==> config.mk <==
export PLATFORM = sky130hd
export DESIGN_NAME = motor_frame_transform
export DESIGN_NICKNAME = d
export VERILOG_FILES = /design/src/mft_pkg.sv /design/src/mft_sincos.sv /design/src/mft_mac.sv /design/src/mft_sat.sv /design/src/motor_frame_transform.sv
export SDC_FILE = /design/constraint.sdc
export NUM_CORES = 2
export LEC_CHECK = 0
export BUFFER_PORTS_ARGS = -buffer_cell sky130_fd_sc_hd__buf_4
export CAP_MARGIN = 20
export CORE_MARGIN = 5
export CORE_UTILIZATION = 45
export CTS_BUF_LIST = sky130_fd_sc_hd__clkbuf_16
export DETAILED_ROUTE_END_ITERATION = 12
export GPL_TIMING_DRIVEN = 0
export PLACE_DENSITY = 0.71
export SYNTH_ARGS = -nofsm -noshare
export SYNTH_HDL_FRONTEND = slang
export SYNTH_SLANG_ARGS = --single-unit
==> constraint.sdc <==
create_clock -name clk -period 12.9 [get_ports clk]
set_input_delay 0.645 -clock clk [delete_from_list [all_inputs] [get_ports clk]]
set_output_delay 0.645 -clock clk [all_outputs]
set_load 0.02 [all_outputs]
==> src/mft_pkg.sv <==
// ----------------------------------------------------------------------------
// mft_pkg
// Shared types, constants and the quarter-wave sine table for the motor
// frame transform (Clarke / Park and their inverses).
// ----------------------------------------------------------------------------
`timescale 1ns / 1ps

package mft_pkg;

    localparam int SAMPLE_W   = 16;
    localparam int ANGLE_W    = 16;
    localparam int SINE_DEPTH = 256;    // quarter-wave entries, power of two
    localparam int SINE_IDX_W = $clog2(SINE_DEPTH);
    localparam int POS_W      = SINE_IDX_W + 2;
    localparam int TAB_W      = 15;     // table magnitudes, 0..32767
    localparam int SINE_W     = TAB_W + 1;
    localparam int FRAC_W     = 15;     // Q1.15 coefficients
    localparam int OPND_W     = SAMPLE_W + 1;
    localparam int COEF_W     = 16;
    localparam int PROD_W     = OPND_W + COEF_W;
    localparam int SUM_W      = PROD_W + 2;
    localparam int LANES      = 3;

    typedef enum logic [1:0] {
        FUNC_CLARKE  = 2'd0,
        FUNC_ICLARKE = 2'd1,
        FUNC_PARK    = 2'd2,
        FUNC_IPARK   = 2'd3
    } func_t;

    localparam logic signed [COEF_W-1:0] K_INV_SQRT3      = 16'sd18919;
    localparam logic signed [COEF_W-1:0] K_SQRT3_HALF     = 16'sd28378;
    localparam logic signed [COEF_W-1:0] K_NEG_SQRT3_HALF = -16'sd28378;
    localparam logic signed [COEF_W-1:0] K_MINUS_HALF     = -16'sd16384;
    localparam logic signed [COEF_W-1:0] K_HALF           = 16'sd16384;

    localparam logic signed [SAMPLE_W-1:0] OUT_MAX = {1'b0, {(SAMPLE_W-1){1'b1}}};
    localparam logic signed [SAMPLE_W-1:0] OUT_MIN = {1'b1, {(SAMPLE_W-1){1'b0}}};

    localparam logic [63:0] PI_Q30 = 64'd3373259426;

    typedef struct packed {
        func_t                      func;
        logic signed [SAMPLE_W-1:0] a;
        logic signed [SAMPLE_W-1:0] b;
        logic signed [SAMPLE_W-1:0] c;
    } item_t;

    typedef struct packed {
        logic signed [SINE_W-1:0] sin_v;
        logic signed [SINE_W-1:0] cos_v;
    } trig_t;

    typedef logic [TAB_W-1:0] sine_tab_t [0:SINE_DEPTH-1];

    // Taylor term divisor (2n)(2n+1)
    function automatic logic [63:0] taylor_div(input logic [63:0] term, input int n);
        logic [63:0] q;
        case (n)
            1:       q = term / 64'd6;
            2:       q = term / 64'd20;
            3:       q = term / 64'd42;
            4:       q = term / 64'd72;
            5:       q = term / 64'd110;
            6:       q = term / 64'd156;
            7:       q = term / 64'd210;
            8:       q = term / 64'd272;
            9:       q = term / 64'd342;
            10:      q = term / 64'd420;
            11:      q = term / 64'd506;
            default: q = term / 64'd600;
        endcase
        return q;
    endfunction

    // sin(pi/2 * k / SINE_DEPTH) in Q1.15, via a Q30 series
    function automatic logic [TAB_W-1:0] sine_entry(input int k);
        logic [63:0]        x;
        logic [63:0]        term;
        logic signed [63:0] sum;
        logic [63:0]        v;
        x    = (PI_Q30 * 64'(k)) / (2 * SINE_DEPTH);
        term = x;
        sum  = signed'(x);
        for (int n = 1; n <= 12; n++)
        begin
            term = (term * x) >> 30;
            term = (term * x) >> 30;
            term = taylor_div(term, n);
            if (n[0])
                sum = sum - signed'(term);
            else
                sum = sum + signed'(term);
        end
        if (sum < 0)
            sum = 0;
        v = (64'(sum) * 64'd32767 + (64'd1 << 29)) >> 30;
        if (v > 64'd32767)
            v = 64'd32767;
        return v[TAB_W-1:0];
    endfunction

    function automatic sine_tab_t build_sine_tab();
        sine_tab_t t;
        for (int k = 0; k < SINE_DEPTH; k++)
        begin
            t[k] = sine_entry(k);
        end
        return t;
    endfunction

    localparam sine_tab_t        SINE_TAB  = build_sine_tab();
    localparam logic [TAB_W-1:0] SINE_PEAK = sine_entry(SINE_DEPTH);

endpackage

==> src/mft_sincos.sv <==
// ----------------------------------------------------------------------------
// mft_sincos
// Quarter-wave table lookup of sine and cosine for an angle; registered.
// ----------------------------------------------------------------------------
`timescale 1ns / 1ps

module mft_sincos (
    input  logic                         clk,
    input  logic [mft_pkg::ANGLE_W-1:0]  angle,
    output mft_pkg::trig_t               trig
);
    import mft_pkg::*;

    logic [POS_W-1:0] sin_pos;
    logic [POS_W-1:0] cos_pos;
    trig_t            trig_next;
    trig_t            trig_reg;

    // Quadrant in the top two bits; odd quadrants read the table mirrored.
    function automatic logic signed [SINE_W-1:0] sine_at(input logic [POS_W-1:0] p);
        logic [SINE_IDX_W-1:0]    idx;
        logic [SINE_IDX_W-1:0]    rev;
        logic [TAB_W-1:0]         mag;
        logic signed [SINE_W-1:0] sv;
        idx = p[SINE_IDX_W-1:0];
        rev = ~idx + 1'b1;
        if (p[SINE_IDX_W])
            mag = (idx == '0) ? SINE_PEAK : SINE_TAB[rev];
        else
            mag = SINE_TAB[idx];
        sv = {1'b0, mag};
        return p[SINE_IDX_W+1] ? -sv : sv;
    endfunction

    assign sin_pos = angle[ANGLE_W-1 -: POS_W];
    assign cos_pos = sin_pos + POS_W'(SINE_DEPTH);

    always_comb
    begin
        trig_next.sin_v = sine_at(sin_pos);
        trig_next.cos_v = sine_at(cos_pos);
    end

    always_ff @(posedge clk)
    begin
        trig_reg <= trig_next;
    end

    assign trig = trig_reg;

endmodule

==> src/mft_mac.sv <==
// ----------------------------------------------------------------------------
// mft_mac
// Picks two operand/coefficient pairs per output lane by function and
// registers the products.
// ----------------------------------------------------------------------------
`timescale 1ns / 1ps

module mft_mac (
    input  logic                               clk,
    input  mft_pkg::item_t                     item,
    input  mft_pkg::trig_t                     trig,
    output logic signed [mft_pkg::PROD_W-1:0]  p0 [mft_pkg::LANES],
    output logic signed [mft_pkg::PROD_W-1:0]  p1 [mft_pkg::LANES]
);
    import mft_pkg::*;

    logic signed [OPND_W-1:0] op_a;
    logic signed [OPND_W-1:0] op_b;
    logic signed [OPND_W-1:0] op_c;
    logic signed [OPND_W-1:0] op_d;
    logic signed [SINE_W-1:0] s_v;
    logic signed [SINE_W-1:0] c_v;
    logic signed [SINE_W-1:0] neg_s;

    logic signed [OPND_W-1:0] x0 [LANES];
    logic signed [OPND_W-1:0] x1 [LANES];
    logic signed [COEF_W-1:0] k0 [LANES];
    logic signed [COEF_W-1:0] k1 [LANES];

    logic signed [PROD_W-1:0] p0_reg [LANES];
    logic signed [PROD_W-1:0] p1_reg [LANES];

    assign op_a  = {item.a[SAMPLE_W-1], item.a};
    assign op_b  = {item.b[SAMPLE_W-1], item.b};
    assign op_c  = {item.c[SAMPLE_W-1], item.c};
    assign op_d  = op_b - op_c;
    assign s_v   = trig.sin_v;
    assign c_v   = trig.cos_v;
    assign neg_s = -s_v;

    always_comb
    begin
        for (int l = 0; l < LANES; l++)
        begin
            x0[l] = '0;
            x1[l] = '0;
            k0[l] = '0;
            k1[l] = '0;
        end
        case (item.func)
            FUNC_CLARKE:
            begin
                // a * 0.5 + a * 0.5 passes alpha through exactly
                x0[0] = op_a;  k0[0] = K_HALF;
                x1[0] = op_a;  k1[0] = K_HALF;
                x0[1] = op_d;  k0[1] = K_INV_SQRT3;
            end
            FUNC_ICLARKE:
            begin
                x0[0] = op_a;  k0[0] = K_HALF;
                x1[0] = op_a;  k1[0] = K_HALF;
                x0[1] = op_a;  k0[1] = K_MINUS_HALF;
                x1[1] = op_b;  k1[1] = K_SQRT3_HALF;
                x0[2] = op_a;  k0[2] = K_MINUS_HALF;
                x1[2] = op_b;  k1[2] = K_NEG_SQRT3_HALF;
            end
            FUNC_PARK:
            begin
                x0[0] = op_a;  k0[0] = c_v;
                x1[0] = op_b;  k1[0] = s_v;
                x0[1] = op_b;  k0[1] = c_v;
                x1[1] = op_a;  k1[1] = neg_s;
            end
            FUNC_IPARK:
            begin
                x0[0] = op_a;  k0[0] = c_v;
                x1[0] = op_b;  k1[0] = neg_s;
                x0[1] = op_a;  k0[1] = s_v;
                x1[1] = op_b;  k1[1] = c_v;
            end
            default:
            begin
                x0[0] = '0;
            end
        endcase
    end

    always_ff @(posedge clk)
    begin
        for (int l = 0; l < LANES; l++)
        begin
            p0_reg[l] <= PROD_W'(x0[l]) * PROD_W'(k0[l]);
            p1_reg[l] <= PROD_W'(x1[l]) * PROD_W'(k1[l]);
        end
    end

    assign p0 = p0_reg;
    assign p1 = p1_reg;

endmodule

==> src/mft_sat.sv <==
// ----------------------------------------------------------------------------
// mft_sat
// Sums a product pair, rounds half up out of Q1.15 and clamps to the
// sample range.
// ----------------------------------------------------------------------------
`timescale 1ns / 1ps

module mft_sat (
    input  logic signed [mft_pkg::PROD_W-1:0]    p0,
    input  logic signed [mft_pkg::PROD_W-1:0]    p1,
    output logic signed [mft_pkg::SAMPLE_W-1:0]  value,
    output logic                                 clamped
);
    import mft_pkg::*;

    localparam logic signed [SUM_W-1:0] ROUND_HALF = SUM_W'(1) <<< (FRAC_W - 1);
    localparam logic signed [SUM_W-1:0] LIM_HI     = SUM_W'(OUT_MAX);
    localparam logic signed [SUM_W-1:0] LIM_LO     = SUM_W'(OUT_MIN);

    logic signed [SUM_W-1:0] sum;
    logic signed [SUM_W-1:0] rounded;

    assign sum     = SUM_W'(p0) + SUM_W'(p1) + ROUND_HALF;
    assign rounded = sum >>> FRAC_W;    // floor division

    always_comb
    begin
        if (rounded > LIM_HI)
        begin
            value   = OUT_MAX;
            clamped = 1'b1;
        end
        else if (rounded < LIM_LO)
        begin
            value   = OUT_MIN;
            clamped = 1'b1;
        end
        else
        begin
            value   = rounded[SAMPLE_W-1:0];
            clamped = 1'b0;
        end
    end

endmodule

==> src/motor_frame_transform.sv <==
// ----------------------------------------------------------------------------
// motor_frame_transform
// Field-oriented-control frame transforms: Clarke, inverse Clarke, Park and
// inverse Park, chosen per transaction by func.
//
// Usage: drive func, in_a, in_b, in_c and angle with start high; the
// transaction is taken at that clock edge whenever busy is low, and busy is
// never raised, so one transaction can be taken every cycle.
// Each result appears on out_a, out_b, out_c and saturated for exactly one
// cycle with done high, after the input register, sine/cosine lookup,
// product register, then round and clamp into the result register.
// Throughput is one transaction per cycle.
// Results come out in the order taken; the receiver must capture them in
// the done cycle since nothing holds them back.
// Reset clears the pipeline valid bits; transactions in flight are dropped
// and no done pulse follows them.
// ----------------------------------------------------------------------------
`timescale 1ns / 1ps

module motor_frame_transform (
    input  logic                                clk,
    input  logic                                rst_n,
    input  logic                                start,
    output logic                                busy,
    input  logic [1:0]                          func,
    input  logic signed [mft_pkg::SAMPLE_W-1:0] in_a,
    input  logic signed [mft_pkg::SAMPLE_W-1:0] in_b,
    input  logic signed [mft_pkg::SAMPLE_W-1:0] in_c,
    input  logic [mft_pkg::ANGLE_W-1:0]         angle,
    output logic                                done,
    output logic signed [mft_pkg::SAMPLE_W-1:0] out_a,
    output logic signed [mft_pkg::SAMPLE_W-1:0] out_b,
    output logic signed [mft_pkg::SAMPLE_W-1:0] out_c,
    output logic                                saturated
);
    import mft_pkg::*;

    logic                       v0_reg;
    logic                       v1_reg;
    logic                       v2_reg;
    logic                       done_reg;

    item_t                      item0_reg;
    item_t                      item1_reg;
    logic [ANGLE_W-1:0]         angle0_reg;
    trig_t                      trig;

    logic signed [PROD_W-1:0]   p0 [LANES];
    logic signed [PROD_W-1:0]   p1 [LANES];
    logic signed [SAMPLE_W-1:0] lane_value [LANES];
    logic [LANES-1:0]           lane_clamped;

    logic signed [SAMPLE_W-1:0] out_a_reg;
    logic signed [SAMPLE_W-1:0] out_b_reg;
    logic signed [SAMPLE_W-1:0] out_c_reg;
    logic                       saturated_reg;

    assign busy = 1'b0;

    always_ff @(posedge clk or negedge rst_n)
    begin
        if (!rst_n)
        begin
            v0_reg   <= 1'b0;
            v1_reg   <= 1'b0;
            v2_reg   <= 1'b0;
            done_reg <= 1'b0;
        end
        else
        begin
            v0_reg   <= start;
            v1_reg   <= v0_reg;
            v2_reg   <= v1_reg;
            done_reg <= v2_reg;
        end
    end

    always_ff @(posedge clk)
    begin
        item0_reg.func <= func_t'(func);
        item0_reg.a    <= in_a;
        item0_reg.b    <= in_b;
        item0_reg.c    <= in_c;
        angle0_reg     <= angle;
        item1_reg      <= item0_reg;
    end

    mft_sincos u_sincos (
        .clk   (clk),
        .angle (angle0_reg),
        .trig  (trig)
    );

    mft_mac u_mac (
        .clk  (clk),
        .item (item1_reg),
        .trig (trig),
        .p0   (p0),
        .p1   (p1)
    );

    for (genvar l = 0; l < LANES; l++)
    begin : g_lane
        mft_sat u_sat (
            .p0      (p0[l]),
            .p1      (p1[l]),
            .value   (lane_value[l]),
            .clamped (lane_clamped[l])
        );
    end

    always_ff @(posedge clk)
    begin
        if (v2_reg)
        begin
            out_a_reg     <= lane_value[0];
            out_b_reg     <= lane_value[1];
            out_c_reg     <= lane_value[2];
            saturated_reg <= |lane_clamped;
        end
    end

    assign done      = done_reg;
    assign out_a     = out_a_reg;
    assign out_b     = out_b_reg;
    assign out_c     = out_c_reg;
    assign saturated = saturated_reg;

endmodule

# Word-level counts from Yosys, hierarchy flattened
# Memory sizes are Yosys's and may differ from the RTL's.
# Cells that the tools add are included.
[totals] regBits=399 latchBits=0 ramBits=0 rom_bits=15360 output_inout_bits=51 wordCells=109 memories=4
[mem_list] memory="(no name shown)" depth=256 width=15 rd=1 rd_ports_with_merged_regs=0 wr=0 line="mft_sincos.sv:28" source="mag = (idx == '0) ? SINE_PEAK : SINE_TAB[rev];"
[mem_list] memory="(no name shown)" depth=256 width=15 rd=1 rd_ports_with_merged_regs=0 wr=0 line="mft_sincos.sv:30" source="mag = SINE_TAB[idx];"
[mem_list] memory="(no name shown)" depth=256 width=15 rd=1 rd_ports_with_merged_regs=0 wr=0 line="mft_sincos.sv:28"
[mem_list] memory="(no name shown)" depth=256 width=15 rd=1 rd_ports_with_merged_regs=0 wr=0 line="mft_sincos.sv:30"
[op_classes] addsub=13 multipliers=6 div_mod_pow=0 n_lt_le_gt_ge=10 eq_ne=3 shift=0 muxes=33 bitwise=6 reduce_logical=7
[op_table] operator="15-bit 2-to-1 mux" count=14
[op_table] operator="17-bit by 16-bit multiplier with 33-bit output" count=6
[op_table] operator="32-bit case mux with 4 select lines" count=1
[op_table] operator="34-bit by 16-bit adder with 35-bit output, second input constant" count=3
[op_table] operator="33-bit by 33-bit adder with 34-bit output" count=3
[op_table] operator="34-bit case mux with 3 select lines" count=1
[op_table] operator="16-bit case mux with 3 select lines" count=2
[op_table] operator="16-bit 2-to-1 mux" count=5
[op_table] operator="17-bit case mux with 2 select lines" count=2
[op_table] operator="20-bit by 16-bit greater-than comparator with 1-bit output, second input constant" count=3
[op_table] operator="20-bit by 16-bit < comparator with 1-bit output, second input constant" count=3
[op_table] operator="9-bit >= comparator, second input constant" count=4
[op_table] operator="8-bit NOT with 9-bit output" count=4
[op_table] operator="17-bit 2-to-1 mux" count=2
[op_table] operator="15-bit negation with 16-bit output" count=2
[op_table] operator="16-bit by 16-bit subtractor with 17-bit output" count=1
[op_table] operator="8-bit by 1-bit adder with 8-bit output, second input constant" count=2
[op_table] operator="8-bit logical NOT" count=2
[op_table] operator="16-bit negation" count=1
[op_table] operator="8-bit NOT" count=2
[op_table] operator="10-bit by 9-bit adder with 10-bit output, second input constant" count=1
[op_table] operator="1-bit 2-to-1 mux" count=6
[op_table] operator="2-bit OR reduction" count=3
[op_table] operator="2-bit == test, second input constant" count=2
[op_table] operator="other kinds (3)" count=3

# Longest topological paths before layout
[logic_depth] depth_word=11 ltp_mapped=40 mapped_depth_nobuf=40

# Modules after synthesis
# From an unflattened synthesis, not the netlist that was laid out.
[unflattened] cells_unflattened=8554 area_unflattened_um2=73704.4
[by_module_without_submodules] mod="mft_mac" n_inst=1 cells_per_inst=5860 area_each_um2=52389.0
[by_module_without_submodules] mod="mft_sincos" n_inst=1 cells_per_inst=1712 area_each_um2=10993.0
[by_module_without_submodules] mod="mft_sat" n_inst=3 cells_per_inst=270 area_each_um2=2137.0
[by_module_without_submodules] mod="motor_frame_transform" n_inst=1 cells_per_inst=172 area_each_um2=3911.3

# Worst setup path before layout
# No wires, ideal clock.
[synth_timing] kind="register to register" start="reg item1_reg[16] in the netlist's numbering" end="reg u_mac.p0_reg, in the netlist u_mac.p0[65]" setup_ns=0.072 arrival_time_ns=8.919 path_slack_ns=3.908 stages_incl_launch_ff=39 path_cell_list="dfxtp_1 inv_1 ha_1 fa_1 nor2b_1 o21ai_0 nand2b_1 a21o_1 a21o_1 a21o_1 a41o_1 o41ai_1 o21ai_0 xor2_1 a221oi_1 nor2_1 fa_1 inv_1 (+3 left out) fa_1 fa_1 inv_1 fa_1 inv_1 ha_1 a21oi_1 nor2b_1 o21ai_0 nand2b_1 o21a_1 o31a_1 o41a_1 a41oi_1 nand2_1 a31o_2 a21oi_1 xnor2_1"
[synth_between] elab_chain_cells=3
[synth_lines] item="start: declaration" line="motor_frame_transform.sv:44" source="item_t item1_reg;"
[synth_lines] item="start signal: assignment" line="motor_frame_transform.sv:85" source="item1_reg <= item0_reg;"
[synth_lines] item="16-bit by 16-bit subtractor with 17-bit output" line="mft_mac.sv:36" source="assign op_d = op_b - op_c;"
[synth_lines] item="34-bit case mux with 3 select lines (*)" line="mft_mac.sv:50" source="case (item.func)"
[synth_lines] item="17-bit by 16-bit multiplier with 33-bit output (*)" line="mft_mac.sv:92" source="p0_reg[l] <= PROD_W'(x0[l]) * PROD_W'(k0[l]);"
[synth_lines] item="end signal: indexed assignment" line="mft_mac.sv:92"
[synth_lines] item="end: declaration" line="mft_mac.sv:30" source="logic signed [PROD_W-1:0] p0_reg [LANES];"
# Every way passes the cells marked *; elsewhere a longest branch is shown, timed or not. The select of a mux whose other input is x is not followed.
# A chain may end at the register's enable or synchronous reset.

==> flow_summary.ini <==
[floorplan]
start_util = 0.453
die_x_um = 404
die-area_mm2 = 0.164
core_mm2 = 0.154
io_pins = 120
fp-row-count = 144
die_h_um = 404

[drt]
wirelength_mm = 289
vias = 62650
vias_per_cell = 6.07
ant_nets = 0
drc_errors = 0
wl_per_cell_um = 28.0
drt-pass1-iter-count = 8
dr.first_iter.drc_count = 7017

[synthesis]
synth_edf_count = 49
async_reset_ff_frac = 0.0110
yosys.area_share.simple = 0.144
yosysWarnings = 0
synth_fa_ha_area_frac = 0.462
ys.flop_type = dfxtp_1
synth-seq-cells = 365
synthCells = 8025
synth.avg_cell_area_um2 = 8.72
synth_top_area_share = 0.322
seq_area_frac_synth = 0.112
synth_area_leader_cell = fa_1
synth.top_cells.by_area = fa_1 (32%), ha_1 (14%), dfxtp_1 (8.9%)
synthMuxAreaShare = 0.0116
ys_types = 106
yosysMostFrequentCell = inv_1
yosys-top-cells-count = inv_1 (1342), fa_1 (1125), nand2_1 (847)
synth_xor_area_frac = 0.0418
synth_compound_area_frac = 0.132
synth_top_family_by_area = adder cells
synth_area_mm2 = 0.0700
syn_nets = 10003

[hold_path]
min_path_type = primary input to flop

[clock_tree]
cts.sinks = 365
clk_latency_ps = 690
cts-root-buf = clkbuf_16
clk_path_buf_depth = 3
cts-htree-levels = 2
cts_tree = built
cts_setup_buffers = 0
cts-buffers-inserted = 49
clkTransAtPathRegs_ps = 60

[sta]
drv_slew = 0
fmax_mhz = 92.6
worst_slack_ps = 2100
post-route-min-period_ps = 10800
hold_viol = 0
worst-slew-pin-transition_ps = 1310
fin_setup_tns_ps = 0
skew_ps = 67.7
rsz0062_at_grt = no
finalCritPeriodShare = 0.837
max_slew_margin = 0.120
finalSetupViolCount = 0

[placed_design]
pre_cts_ws_ps = 2520
dp_hpwl_mm = 233
io_buffers = 112
place_congestion = 1.07
dp.cells = 10211

[cells_and_area]
nets = 10201
drive_above_1_share = 0.0505
nFillCells = 14764
syn_to_final_growth_pct = 7.68
layout.cells.non_filler = 10325

[setup_path]
critPathMaxStageDelay_ps = 1050
end_kind = flop
worstPathMaxFanout = 14
crit_family = buffers and inverters
crit_top_cell = buf_2
crit_required_ps = 13480
crit_buf_inv = 13
critPathArrivalTime_ps = 11380
critPathLaunchType = flop
crit_slowest_cell = ha_1
crit_type = flop to flop

[global_route]
grt_pass1_wl_mm = 423
grt_start_max_net_pins = 33
grt.overflow.total = 0
grt_pass1_vias = 64329
grt_use_total = 0.349
antenna_found_initial = 27

[run_status]
status = completed

[flow_run]
max_cap_viol_count = 0
## worst reg2reg max path: stages, from the launching register on
cell and delay [ps]:
dfxtp_1 460, buf_2 320, buf_4 230, buf_2 230, inv_1 200, clkbuf_1 880, ha_1 500, buf_2 360
clkinv_1 880, ha_1 1050, buf_2 370, inv_1 200, clkbuf_1 390, buf_2 410, buf_2 350, ha_1 270
clkbuf_1 440, o311ai_0 780, a31oi_1 170, or3b_1 510, and2_1 200, mux2i_1 340, ha_1 260, nand4_1 200
or2_1 310, o21ai_0 210, xnor2_1 200
## cell usage in the layout (no fill, tap or decap), types with 69 or more instances in the layout
cell type and instances:
nor3_1 72, clkbuf_1 278, xnor2_1 229, xor2_1 105, inv_1 1348, and3_1 141, o21ai_0 258, fa_1 1125
buf_2 92, ha_1 784, a31oi_1 69, a21o_1 123, dfxtp_1 312, buf_4 132, nand2b_1 113, nor2_1 654
a21oi_1 309, nand2_1 847, a211oi_1 79, nand3_1 92
## per-layer routing
| metal | vias to the layer above | track usage | part of all wire |
|---|---|---|---|
| met3 | 1062 | 0.102 | 0.11 |
| li1 | 26537 | - | - |
| met2 | 3809 | 0.535 | 0.43 |
| met1 | 31234 | 0.442 | 0.38 |
| met5 | - | 0 | 0.00019 |
| met4 | 8 | 0.200 | 0.072 |
## final timing paths
| kind | slack [ps] | endpoint | depth (start not counted) | from |
|---|---|---|---|---|
| worst min register to register | 330 | item1_reg[26] | 0 | item0_reg[26] |
| worst max register to register | 2100 | u_sincos.trig[10] | 26 | angle0_reg[6] |
| max in group asynchronous | 12480 | v2_reg | 2 | rst_n |
| worst min-delay path | 50 | item0_reg[25] | 1 | in_b[9] |
| worst max-delay path | 2100 | u_sincos.trig[10] | 26 | angle0_reg[6] |
| min in group asynchronous | 310 | v2_reg | 2 | rst_n |
## final cells by class
cell class | count | area (um2) | area share
flip-flops and latches | 365 | 7820 | 0.104
inverters | 1354 | 5080 | 0.0674
diodes | 17 | 42.5 | 0.000564
multi-input cells | 5899 | 55400 | 0.736
clock inverters | 43 | 384 | 0.00510
clock buffers | 49 | 1230 | 0.0163
plain buffers | 407 | 1680 | 0.0222
well taps | 2044 | 2560 | 0.0339
repair buffers | 147 | 1140 | 0.0151
## cells by family (layout without fill, tap and decap cells)
kind of cell    after synthesis  after routing
compound gates             1372           1372
xor+xnor                    334            334
fa+ha+maj                  1909           1909
buf+inv                    1761           2000
flops                       365            365
mux                          66             66
other cells                   1             18
simple gates               2217           2217
## timing repair
| item | in CTS | in global routing |
|---|---|---|
| gates resized for setup | 0 | 0 |
| hold buffers | 1 | 0 |
| endpoints found under the hold margin | 4 | 0 |
| endpoints found under the setup margin | 0 | 0 |
## stage by stage
stage / instance area, um2 / utilization / hold slack (ps)
5_1_grt: 75300 / 0.488 / 28.3
3_5_place_dp: 73700 / 0.477 / 312
6_report: 75400 / 0.488 / 50.4
2_1_floorplan: 70000 / - / 310
4_1_cts: 75300 / 0.488 / 4.03
3_3_place_gp: 73400 / 0.475 / 310
Power is not shown: default switching activity piles up to over one toggle a cycle in this logic, so the estimate is an artifact.
